`src/sv/slsfr_pkg.sv`:
```
// ----------------------------------------------------------------------------
// slsfr_pkg
// Shared types and constants for the sync-framed byte receiver.
// ----------------------------------------------------------------------------
package slsfr_pkg;

    localparam int CAPACITY    = 64;
    localparam int ADDR_W      = (CAPACITY > 1) ? $clog2(CAPACITY) : 1;
    localparam int LEN_W       = $clog2(CAPACITY + 1);
    localparam int QUEUE_DEPTH = 2;

    localparam logic [7:0] SYNC_FIRST  = 8'hAA;
    localparam logic [7:0] SYNC_SECOND = 8'h55;

    localparam logic [1:0] ST_DATA     = 2'd0;
    localparam logic [1:0] ST_BAD_SUM  = 2'd1;
    localparam logic [1:0] ST_TOO_LONG = 2'd2;
    localparam logic [1:0] ST_EMPTY    = 2'd3;

    typedef enum logic [2:0] {
        PH_HUNT1,
        PH_HUNT2,
        PH_LENGTH,
        PH_PAYLOAD,
        PH_CHECK
    } phase_t;

    typedef enum logic {
        BK_IDLE,
        BK_REPLAY
    } back_state_t;

    // status == ST_DATA means replay len bytes from bank
    typedef struct packed {
        logic [1:0]       status;
        logic             bank;
        logic [LEN_W-1:0] len;
    } cmd_t;

    typedef struct packed {
        logic valid;
        logic bank;
    } bank_rel_t;

endpackage

```
`src/sv/slsfr_ram.sv`:
```
// ----------------------------------------------------------------------------
// slsfr_ram
// Simple dual-port RAM, one write port, one registered read port.
// ----------------------------------------------------------------------------
module slsfr_ram #(
    parameter int DATA_W = 8,
    parameter int ADDR_W = 7
) (
    input  logic              aclk,
    input  logic              we,
    input  logic [ADDR_W-1:0] waddr,
    input  logic [DATA_W-1:0] wdata,
    input  logic              re,
    input  logic [ADDR_W-1:0] raddr,
    output logic [DATA_W-1:0] rdata
);

    localparam int DEPTH = 1 << ADDR_W;

    logic [DATA_W-1:0] mem [DEPTH];
    logic [DATA_W-1:0] rdata_reg;

    always_ff @(posedge aclk) begin
        if (we) begin
            mem[waddr] <= wdata;
        end
    end

    always_ff @(posedge aclk) begin
        if (re) begin
            rdata_reg <= mem[raddr];
        end
    end

    assign rdata = rdata_reg;

endmodule

```
`src/sv/slsfr_front.sv`:
```
// ----------------------------------------------------------------------------
// slsfr_front
// Frame parser: sync hunt, length, payload store and checksum, issuing one
// command per frame into the command queue.
// ----------------------------------------------------------------------------
module slsfr_front (
    input  logic                      aclk,
    input  logic                      aresetn,
    input  logic                      s_valid,
    output logic                      s_ready,
    input  logic [7:0]                s_rx_byte,
    output logic                      push,
    output slsfr_pkg::cmd_t           push_cmd,
    input  logic                      q_full,
    input  slsfr_pkg::bank_rel_t      rel,
    output logic                      mem_we,
    output logic [slsfr_pkg::ADDR_W:0] mem_waddr,
    output logic [7:0]                mem_wdata
);

    slsfr_pkg::phase_t phase_reg, phase_next;
    logic [7:0] frame_length_reg, frame_length_next;
    logic [7:0] bytes_seen_reg, bytes_seen_next;
    logic [7:0] running_sum_reg, running_sum_next;
    logic       wr_bank_reg, wr_bank_next;
    logic [1:0] bank_busy_reg, bank_busy_next;
    logic       accept;
    logic       store_en;

    always_ff @(posedge aclk) begin
        if (!aresetn) begin
            phase_reg        <= slsfr_pkg::PH_HUNT1;
            frame_length_reg <= '0;
            bytes_seen_reg   <= '0;
            running_sum_reg  <= '0;
            wr_bank_reg      <= 1'b0;
            bank_busy_reg    <= '0;
        end else begin
            phase_reg        <= phase_next;
            frame_length_reg <= frame_length_next;
            bytes_seen_reg   <= bytes_seen_next;
            running_sum_reg  <= running_sum_next;
            wr_bank_reg      <= wr_bank_next;
            bank_busy_reg    <= bank_busy_next;
        end
    end

    always_comb begin
        store_en = (phase_reg == slsfr_pkg::PH_PAYLOAD)
                && (frame_length_reg <= 8'(slsfr_pkg::CAPACITY))
                && (bytes_seen_reg < 8'(slsfr_pkg::CAPACITY));
        s_ready  = !((phase_reg == slsfr_pkg::PH_CHECK) && q_full)
                && !(store_en && bank_busy_reg[wr_bank_reg]);
        accept   = s_valid && s_ready;

        phase_next        = phase_reg;
        frame_length_next = frame_length_reg;
        bytes_seen_next   = bytes_seen_reg;
        running_sum_next  = running_sum_reg;
        wr_bank_next      = wr_bank_reg;
        push              = 1'b0;
        push_cmd.status   = slsfr_pkg::ST_DATA;
        push_cmd.bank     = wr_bank_reg;
        push_cmd.len      = frame_length_reg[slsfr_pkg::LEN_W-1:0];
        mem_we            = 1'b0;
        mem_waddr         = {wr_bank_reg, bytes_seen_reg[slsfr_pkg::ADDR_W-1:0]};
        mem_wdata         = s_rx_byte;

        if (accept) begin
            unique case (phase_reg)
                slsfr_pkg::PH_HUNT1: begin
                    if (s_rx_byte == slsfr_pkg::SYNC_FIRST) begin
                        phase_next = slsfr_pkg::PH_HUNT2;
                    end
                end
                slsfr_pkg::PH_HUNT2: begin
                    phase_next = (s_rx_byte == slsfr_pkg::SYNC_SECOND)
                               ? slsfr_pkg::PH_LENGTH : slsfr_pkg::PH_HUNT1;
                end
                slsfr_pkg::PH_LENGTH: begin
                    frame_length_next = s_rx_byte;
                    bytes_seen_next   = '0;
                    running_sum_next  = '0;
                    phase_next = (s_rx_byte == 8'd0)
                               ? slsfr_pkg::PH_CHECK : slsfr_pkg::PH_PAYLOAD;
                end
                slsfr_pkg::PH_PAYLOAD: begin
                    mem_we           = store_en;
                    running_sum_next = running_sum_reg + s_rx_byte;
                    bytes_seen_next  = bytes_seen_reg + 8'd1;
                    if (bytes_seen_next >= frame_length_reg) begin
                        phase_next = slsfr_pkg::PH_CHECK;
                    end
                end
                slsfr_pkg::PH_CHECK: begin
                    push = 1'b1;
                    priority if (frame_length_reg > 8'(slsfr_pkg::CAPACITY)) begin
                        push_cmd.status = slsfr_pkg::ST_TOO_LONG;
                    end else if (running_sum_reg != s_rx_byte) begin
                        push_cmd.status = slsfr_pkg::ST_BAD_SUM;
                    end else if (frame_length_reg == 8'd0) begin
                        push_cmd.status = slsfr_pkg::ST_EMPTY;
                    end else begin
                        push_cmd.status = slsfr_pkg::ST_DATA;
                        wr_bank_next    = !wr_bank_reg;
                    end
                    phase_next = slsfr_pkg::PH_HUNT1;
                end
                default: begin
                    phase_next = slsfr_pkg::PH_HUNT1;
                end
            endcase
        end

        bank_busy_next = bank_busy_reg;
        if (rel.valid) begin
            bank_busy_next[rel.bank] = 1'b0;
        end
        if (push && (push_cmd.status == slsfr_pkg::ST_DATA)) begin
            bank_busy_next[wr_bank_reg] = 1'b1;
        end
    end

endmodule

```
`src/sv/slsfr_cmd_fifo.sv`:
```
// ----------------------------------------------------------------------------
// slsfr_cmd_fifo
// Short command queue between the frame parser and the replay engine.
// ----------------------------------------------------------------------------
module slsfr_cmd_fifo (
    input  logic            aclk,
    input  logic            aresetn,
    input  logic            push,
    input  slsfr_pkg::cmd_t push_cmd,
    output logic            full,
    input  logic            pop,
    output slsfr_pkg::cmd_t pop_cmd,
    output logic            empty
);

    localparam int PTR_W = (slsfr_pkg::QUEUE_DEPTH > 1) ? $clog2(slsfr_pkg::QUEUE_DEPTH) : 1;
    localparam int CNT_W = $clog2(slsfr_pkg::QUEUE_DEPTH + 1);
    localparam logic [PTR_W-1:0] LAST_PTR = PTR_W'(slsfr_pkg::QUEUE_DEPTH - 1);

    slsfr_pkg::cmd_t   entry_reg [slsfr_pkg::QUEUE_DEPTH];
    logic [PTR_W-1:0]  wr_ptr_reg, wr_ptr_next;
    logic [PTR_W-1:0]  rd_ptr_reg, rd_ptr_next;
    logic [CNT_W-1:0]  count_reg, count_next;
    logic              do_push, do_pop;

    always_comb begin
        full    = (count_reg == CNT_W'(slsfr_pkg::QUEUE_DEPTH));
        empty   = (count_reg == '0);
        do_push = push && !full;
        do_pop  = pop && !empty;
        pop_cmd = entry_reg[rd_ptr_reg];

        wr_ptr_next = wr_ptr_reg;
        rd_ptr_next = rd_ptr_reg;
        count_next  = count_reg;
        if (do_push) begin
            wr_ptr_next = (wr_ptr_reg == LAST_PTR) ? '0 : wr_ptr_reg + PTR_W'(1);
        end
        if (do_pop) begin
            rd_ptr_next = (rd_ptr_reg == LAST_PTR) ? '0 : rd_ptr_reg + PTR_W'(1);
        end
        if (do_push && !do_pop) begin
            count_next = count_reg + CNT_W'(1);
        end else if (do_pop && !do_push) begin
            count_next = count_reg - CNT_W'(1);
        end
    end

    always_ff @(posedge aclk) begin
        if (!aresetn) begin
            wr_ptr_reg <= '0;
            rd_ptr_reg <= '0;
            count_reg  <= '0;
        end else begin
            wr_ptr_reg <= wr_ptr_next;
            rd_ptr_reg <= rd_ptr_next;
            count_reg  <= count_next;
        end
    end

    always_ff @(posedge aclk) begin
        if (do_push) begin
            entry_reg[wr_ptr_reg] <= push_cmd;
        end
    end

endmodule

```
`src/sv/slsfr_back.sv`:
```
// ----------------------------------------------------------------------------
// slsfr_back
// Replay engine: turns queued commands into results, reading payload bytes
// from the RAM one per cycle, when not stalled, into the output register.
// ----------------------------------------------------------------------------
module slsfr_back (
    input  logic                       aclk,
    input  logic                       aresetn,
    input  logic                       q_empty,
    input  slsfr_pkg::cmd_t            q_cmd,
    output logic                       q_pop,
    output slsfr_pkg::bank_rel_t       rel,
    output logic                       mem_re,
    output logic [slsfr_pkg::ADDR_W:0] mem_raddr,
    input  logic [7:0]                 mem_rdata,
    output logic                       m_valid,
    input  logic                       m_ready,
    output logic [7:0]                 m_data_byte,
    output logic                       m_last,
    output logic [1:0]                 m_status
);

    slsfr_pkg::back_state_t state_reg, state_next;
    logic [slsfr_pkg::ADDR_W-1:0] idx_reg, idx_next;
    logic [slsfr_pkg::LEN_W-1:0]  len_reg, len_next;
    logic                         bank_reg, bank_next;
    logic                         s1_valid_reg, s1_valid_next;
    logic                         s1_last_reg, s1_last_next;
    logic                         m_valid_reg, m_valid_next;
    logic [7:0]                   m_data_byte_reg, m_data_byte_next;
    logic                         m_last_reg, m_last_next;
    logic [1:0]                   m_status_reg, m_status_next;
    logic                         out_free;
    logic                         is_last_idx;

    always_ff @(posedge aclk) begin
        if (!aresetn) begin
            state_reg    <= slsfr_pkg::BK_IDLE;
            s1_valid_reg <= 1'b0;
            m_valid_reg  <= 1'b0;
        end else begin
            state_reg    <= state_next;
            s1_valid_reg <= s1_valid_next;
            m_valid_reg  <= m_valid_next;
        end
    end

    always_ff @(posedge aclk) begin
        idx_reg         <= idx_next;
        len_reg         <= len_next;
        bank_reg        <= bank_next;
        s1_last_reg     <= s1_last_next;
        m_data_byte_reg <= m_data_byte_next;
        m_last_reg      <= m_last_next;
        m_status_reg    <= m_status_next;
    end

    always_comb begin
        out_free    = !m_valid_reg || m_ready;
        is_last_idx = (slsfr_pkg::LEN_W'(idx_reg) + slsfr_pkg::LEN_W'(1)) == len_reg;

        state_next       = state_reg;
        idx_next         = idx_reg;
        len_next         = len_reg;
        bank_next        = bank_reg;
        s1_valid_next    = s1_valid_reg;
        s1_last_next     = s1_last_reg;
        m_valid_next     = m_valid_reg;
        m_data_byte_next = m_data_byte_reg;
        m_last_next      = m_last_reg;
        m_status_next    = m_status_reg;
        q_pop            = 1'b0;
        rel.valid        = 1'b0;
        rel.bank         = bank_reg;
        mem_re           = 1'b0;
        mem_raddr        = {bank_reg, idx_reg};

        if (out_free) begin
            m_valid_next = 1'b0;
        end

        // read stage to output register
        if (out_free && s1_valid_reg) begin
            m_valid_next     = 1'b1;
            m_data_byte_next = mem_rdata;
            m_last_next      = s1_last_reg;
            m_status_next    = slsfr_pkg::ST_DATA;
            s1_valid_next    = 1'b0;
        end

        unique case (state_reg)
            slsfr_pkg::BK_IDLE: begin
                if (!q_empty) begin
                    if (q_cmd.status == slsfr_pkg::ST_DATA) begin
                        q_pop      = 1'b1;
                        idx_next   = '0;
                        len_next   = q_cmd.len;
                        bank_next  = q_cmd.bank;
                        state_next = slsfr_pkg::BK_REPLAY;
                    end else if (out_free && !s1_valid_reg) begin
                        q_pop            = 1'b1;
                        m_valid_next     = 1'b1;
                        m_data_byte_next = '0;
                        m_last_next      = 1'b1;
                        m_status_next    = q_cmd.status;
                    end
                end
            end
            slsfr_pkg::BK_REPLAY: begin
                if (!s1_valid_reg || out_free) begin
                    mem_re        = 1'b1;
                    s1_valid_next = 1'b1;
                    s1_last_next  = is_last_idx;
                    idx_next      = idx_reg + slsfr_pkg::ADDR_W'(1);
                    if (is_last_idx) begin
                        rel.valid  = 1'b1;
                        state_next = slsfr_pkg::BK_IDLE;
                    end
                end
            end
            default: begin
                state_next = slsfr_pkg::BK_IDLE;
            end
        endcase
    end

    assign m_valid     = m_valid_reg;
    assign m_data_byte = m_data_byte_reg;
    assign m_last      = m_last_reg;
    assign m_status    = m_status_reg;

endmodule

```
`src/sv/sync_length_sum_frame_receiver.sv`:
```
// ----------------------------------------------------------------------------
// sync_length_sum_frame_receiver
// Sync-framed byte receiver with length byte and 8-bit additive checksum.
// ----------------------------------------------------------------------------
// One received byte is taken per transfer, one per cycle unless held off.
// The parser hunts for 0xAA 0x55, reads a length byte, stores up to 64
// payload bytes into one of two RAM banks and checks the checksum byte
// against the 8-bit payload sum. Each frame leaves one command in a
// two-entry queue. A good frame replays its payload one byte per cycle when
// not stalled, the first byte passing the queue, the replay state, the RAM
// read and output registers; a bad checksum, an over-long length or an empty
// frame gives a single status result. Input is held off only when the queue
// is full at a checksum byte, or when a payload byte is due for a bank whose
// previous frame is still queued or replaying, so a payload byte can wait for
// one whole replay of up to 64 bytes while results are taken every cycle, and
// longer under output back-pressure. The RAM needs no clearing after reset.
// ----------------------------------------------------------------------------
module sync_length_sum_frame_receiver (
    input  logic       aclk,
    input  logic       aresetn,
    input  logic       s_valid,
    output logic       s_ready,
    input  logic [7:0] s_rx_byte,
    output logic       m_valid,
    input  logic       m_ready,
    output logic [7:0] m_data_byte,
    output logic       m_last,
    output logic [1:0] m_status
);

    slsfr_pkg::cmd_t       push_cmd;
    slsfr_pkg::cmd_t       pop_cmd;
    slsfr_pkg::bank_rel_t  rel;
    logic                  push, q_full, q_pop, q_empty;
    logic                  mem_we, mem_re;
    logic [slsfr_pkg::ADDR_W:0] mem_waddr, mem_raddr;
    logic [7:0]            mem_wdata, mem_rdata;

    slsfr_front u_front (
        .aclk      (aclk),
        .aresetn   (aresetn),
        .s_valid   (s_valid),
        .s_ready   (s_ready),
        .s_rx_byte (s_rx_byte),
        .push      (push),
        .push_cmd  (push_cmd),
        .q_full    (q_full),
        .rel       (rel),
        .mem_we    (mem_we),
        .mem_waddr (mem_waddr),
        .mem_wdata (mem_wdata)
    );

    slsfr_cmd_fifo u_fifo (
        .aclk     (aclk),
        .aresetn  (aresetn),
        .push     (push),
        .push_cmd (push_cmd),
        .full     (q_full),
        .pop      (q_pop),
        .pop_cmd  (pop_cmd),
        .empty    (q_empty)
    );

    slsfr_ram #(
        .DATA_W (8),
        .ADDR_W (slsfr_pkg::ADDR_W + 1)
    ) u_ram (
        .aclk  (aclk),
        .we    (mem_we),
        .waddr (mem_waddr),
        .wdata (mem_wdata),
        .re    (mem_re),
        .raddr (mem_raddr),
        .rdata (mem_rdata)
    );

    slsfr_back u_back (
        .aclk        (aclk),
        .aresetn     (aresetn),
        .q_empty     (q_empty),
        .q_cmd       (pop_cmd),
        .q_pop       (q_pop),
        .rel         (rel),
        .mem_re      (mem_re),
        .mem_raddr   (mem_raddr),
        .mem_rdata   (mem_rdata),
        .m_valid     (m_valid),
        .m_ready     (m_ready),
        .m_data_byte (m_data_byte),
        .m_last      (m_last),
        .m_status    (m_status)
    );

`ifndef SYNTHESIS
    a_no_push_when_full: assert property (@(posedge aclk) disable iff (!aresetn)
        push |-> !q_full)
        else $error("command pushed into full queue");

    a_status_shape: assert property (@(posedge aclk) disable iff (!aresetn)
        (m_valid && (m_status != slsfr_pkg::ST_DATA)) |-> (m_last && (m_data_byte == 8'd0)))
        else $error("status result with data or without last");

    a_no_rw_clash: assert property (@(posedge aclk) disable iff (!aresetn)
        (mem_we && mem_re) |-> (mem_waddr[slsfr_pkg::ADDR_W] != mem_raddr[slsfr_pkg::ADDR_W]))
        else $error("payload write into bank under replay");

    a_idle_after_reset: assert property (@(posedge aclk)
        $past(!aresetn) |-> !m_valid)
        else $error("result valid straight after reset");
`endif

endmodule
```
`config.mk`:
```
export PLATFORM = sky130hd
export DESIGN_NAME = sync_length_sum_frame_receiver
export DESIGN_NICKNAME = d
export VERILOG_FILES = /design/src/sv/slsfr_pkg.sv /design/src/sv/slsfr_ram.sv /design/src/sv/slsfr_front.sv /design/src/sv/slsfr_cmd_fifo.sv /design/src/sv/slsfr_back.sv /design/src/sv/sync_length_sum_frame_receiver.sv
export SDC_FILE = /design/constraint.sdc
export NUM_CORES = 1
export LEC_CHECK = 0
export ABC_AREA = 1
export BUFFER_PORTS_ARGS = -buffer_cell sky130_fd_sc_hd__buf_2
export CAP_MARGIN = 10
export CELL_PAD_IN_SITES_DETAIL_PLACEMENT = 1
export CELL_PAD_IN_SITES_GLOBAL_PLACEMENT = 2
export CORE_UTILIZATION = 44
export CTS_CLUSTER_SIZE = 24
export DETAILED_ROUTE_END_ITERATION = 12
export PLACE_DENSITY = 0.79
export SLEW_MARGIN = 20
export SYNTH_ARGS = -nofsm -noshare
export SYNTH_HDL_FRONTEND = slang
export SYNTH_HIERARCHICAL = 1
export SYNTH_SLANG_ARGS = --single-unit
```
`constraint.sdc`:
```
create_clock -name aclk -period 3.45 [get_ports aclk]
set_input_delay 0.5175 -clock aclk [delete_from_list [all_inputs] [get_ports aclk]]
set_output_delay 0.5175 -clock aclk [all_outputs]
set_load 0.02 [all_outputs]
```
==> run summary <==
The area added between synthesis and finish came out at 12.46%. The number of antenna violations at the first check in global routing is 1. Derived from the worst setup path, the maximum achievable clock frequency is 333.5 MHz. The synthesized design contains 1067 enable-type register cells. Excluding fillers, the count of instances in the completed layout stands at 5659. The fraction of post-synthesis cell area in the top cell type by area came out at 0.6854. For this block, the initial DRC count from the detailed router was 2531. The tools report the total setup buffers inserted after CTS as 0.

The min-delay analysis places its worst path in the category primary input to flip-flop. The run gives 0.2887 as the relative max-transition margin. The run gives 0.7063 as the sequential element share of the synthesized area. The run gives 7.060 mm as the met3 routed wirelength.

In the routed design, unresolved DRC markers number 0. The run finished with clean final reports. The run gives 203.4 mm as the first-pass GRT wire length. TritonCTS created 119 clock buffers. In this run the top signal layer used is met4. Summed over all layers, the routed wires come to 135.7 mm. The type of the worst setup path is flip-flop to flip-flop. For this run, the number of Yosys warnings is 6.

For the number of endpoints with negative hold slack in the final report, the log shows 0. The smallest setup slack after layout is 451.9 ps. Number of top-level pins: 25. For the initial standard-cell utilization of the core, the log shows 0.4441. Setup repair after global routing left no endpoint under its margin. Entering global routing, the biggest net connects 132 pins. The die is 328.0 µm wide. The combined area of all synthesized cells is 46750 µm², and the share of flip-flops with an asynchronous set or reset is 0.

The total number of placement rows came out at 119. At the worst endpoint, the arrival time is 3340 ps. The worst setup path is launched from a flip-flop.

The share of layout cells above drive strength 1 was 0.09700; the detailed-routed wire length on met2 was 65.43 mm. The worst-skew pair later-pin latency was 710 ps; the die outline area was 107600 µm². The floorplan step defined a core boundary enclosing 105300 µm². Max-cap violations in this run came to 0. The tools report the aggregate global routing overflow as 0. The tree is rooted in a sky130_fd_sc_hd__clkbuf_16. Clock-pin slew was measured on the worst setup and hold paths at 60 ps.

Counting along the longest clock path gives a buffer depth of 3. Data on the critical path is required at its endpoint by 3790 ps. The worst vdd rail ir drop came out at 0.4159 mV.

The count of nets left with antenna violations after detail routing was 0; the antenna diode count was 0. The fraction of the cycle the final worst path needs is 0.8690. The utilization of the core after routing is 0.4994, and the power density over the cells is 526.9 nW/µm². The post-route clock skew was 30.36 ps; the net count of the mapped netlist was 4147. The tools report the routed metal-1 wire length as 59.79 mm. The via count of the first global-routing pass is 32170, and the height of the die is 328.0 µm. Total negative slack: 0 ps. The run gives 0.2526 as the total routing usage reported by global routing. Power comes to 27.70 mW. Yosys attributes the largest share of cell area to sky130_fd_sc_hd__edfxtp_1, sky130_fd_sc_hd__nand2_1, sky130_fd_sc_hd__nand3_1.

In this run, placement finished with an instance count of 5438. The number of buffers inserted by port buffering came out at 24. For this design, the CTS-stage hold fixing added 0 buffers. The final-report max-slew violation count is 0, and the total cell area at the placement stage is 48840 µm². For this run, the detailed router's first-pass iteration total came to 5.

Mean number of vias per cell: 5.542. By instance count, the leading cell after synthesis is sky130_fd_sc_hd__nand2_1. The synthesized design contains 1116 register bits. For the number of gates given a new drive strength after cts, the log shows 0. Cell area after layout: 52580 µm².

After synthesis, the most frequently instantiated cells are sky130_fd_sc_hd__nand2_1, sky130_fd_sc_hd__edfxtp_1, sky130_fd_sc_hd__nand3_1. The dominant synthesized flop cell was sky130_fd_sc_hd__edfxtp_1. The tools report the setup slack after placement as 472.0 ps. For this design, the sink count on the clock tree is 1116. The final routed wire length divided by cell count is 23.99 µm. TritonCTS built the clock tree.

In this run the worst path has a maximum fanout of 11. For the finished layout, the period the worst path requires is 2998 ps. The detailed router placed 31360 vias in this run. The number of unique standard cell types used by synthesis was 42. STA classifies the critical path endpoint as a flip-flop. The clock tree synthesis step divided the H-tree into 3 levels. Once detailed placement completed, the half-perimeter wirelength came to 80.80 mm. In the synthesized netlist, the number of instances is 4116.

In this run the mean area of a mapped cell was 11.36 µm². The run gives 0 as the final number of setup-violating endpoints. The biggest area contributor in the post-synthesis netlist is sky130_fd_sc_hd__edfxtp_1. Final hold analysis gives a worst-case slack of 160.3 ps.

The congestion estimate from routability-driven global placement came to 0.8057. Summed over all cells, the static leakage comes to 18.95 nW. At the end of the flow, the number of nets in the layout was 4199.

The worst-margin pin slew works out to 1067 ps. The register with the most flip-flops in the layout has 1024 of them.
[final timing paths]
path	start	end	slack, ps	cells after the start
setup / recovery	u_front/wr_bank_reg$_SDFFE_PN0P_	u_ram/mem[97][3]$_DFFE_PP_	450	10
hold / removal	m_ready	u_back/s1_valid_reg$_SDFF_PN0_	160	4
setup reg to reg	u_front/wr_bank_reg$_SDFFE_PN0P_	u_ram/mem[97][3]$_DFFE_PP_	450	10
hold reg to reg	u_back/m_last$_DFF_P_	u_back/m_last$_DFF_P_	450	2
[cells in the final DEF (no fill, tap or decap), types with 4 or more instances in the layout]
master,netlist,layout
sky130_fd_sc_hd__clkbuf_16,0,123
sky130_fd_sc_hd__inv_1,81,80
sky130_fd_sc_hd__buf_2,124,16
sky130_fd_sc_hd__nand2_1,1317,1317
sky130_fd_sc_hd__bufinv_16,0,9
sky130_fd_sc_hd__nor2_1,181,181
sky130_fd_sc_hd__edfxtp_1,1067,1067
sky130_fd_sc_hd__nor3_1,14,14
sky130_fd_sc_hd__o21ai_2,4,4
sky130_fd_sc_hd__xor2_1,8,8
sky130_fd_sc_hd__buf_12,1,37
sky130_fd_sc_hd__mux2_2,10,10
sky130_fd_sc_hd__nand4_1,9,9
sky130_fd_sc_hd__a21oi_1,41,41
sky130_fd_sc_hd__o21ai_0,9,9
sky130_fd_sc_hd__nor2_2,5,5
sky130_fd_sc_hd__clkbuf_1,38,32
sky130_fd_sc_hd__clkinv_1,1,34
sky130_fd_sc_hd__buf_4,67,141
sky130_fd_sc_hd__dfxtp_1,49,49
sky130_fd_sc_hd__xnor2_1,4,4
sky130_fd_sc_hd__nand2_2,11,11
sky130_fd_sc_hd__inv_2,8,7
sky130_fd_sc_hd__clkinv_2,0,20
sky130_fd_sc_hd__nand3_1,978,978
sky130_fd_sc_hd__a21oi_2,9,9
sky130_fd_sc_hd__ha_1,18,18
[metal layers]
layer  vias to the layer above  GRT usage
li1                      14470          -
met1                     15940     0.3485
met2                       763     0.4190
met3                       188    0.03400
met4                         0    0.06989
met5                         -          0
[power breakdown]
part	leakage [nW]	internal [mW]	total, mW	switching [mW]
sequential	9.98	14.9	14.9	0.0240
combinational	7.15	0.0918	0.484	0.392
clock	1.82	7.14	12.3	5.18
[logic make-up after synthesis]
family | Yosys count | synth area share
AND/OR/NAND/NOR | 2530 | 0.2333
AO/OA/AOI/OAI | 71 | 0.008886
flip-flops | 1116 | 0.7063
adder cells (fa/ha/maj) | 19 | 0.005246
buffers and inverters | 358 | 0.04159
XOR/XNOR | 12 | 0.002248
multiplexers | 10 | 0.002409
[cell type report]
cell class	count	area, µm²
Inverter	92	376.6
Tap cell	1391	1740
Fill cell	11030	52690
Multi-Input combinational cell	2642	11780
Clock buffer	155	3198
Timing Repair Buffer	197	1913
Sequential cell	1116	33020
Clock inverter	66	541.8
[worst max-delay path, stage by stage, from the launching register on]
cell,delay (ps)
sky130_fd_sc_hd__dfxtp_1,510
sky130_fd_sc_hd__inv_1,100
sky130_fd_sc_hd__nand2_1,80
sky130_fd_sc_hd__nand2_1,90
sky130_fd_sc_hd__nand3_4,120
sky130_fd_sc_hd__nand3_4,120
sky130_fd_sc_hd__inv_1,110
sky130_fd_sc_hd__nand3_1,100
sky130_fd_sc_hd__inv_1,290
sky130_fd_sc_hd__nand3_1,390
sky130_fd_sc_hd__nor2_1,710
Power figures use the tool's default switching activity.
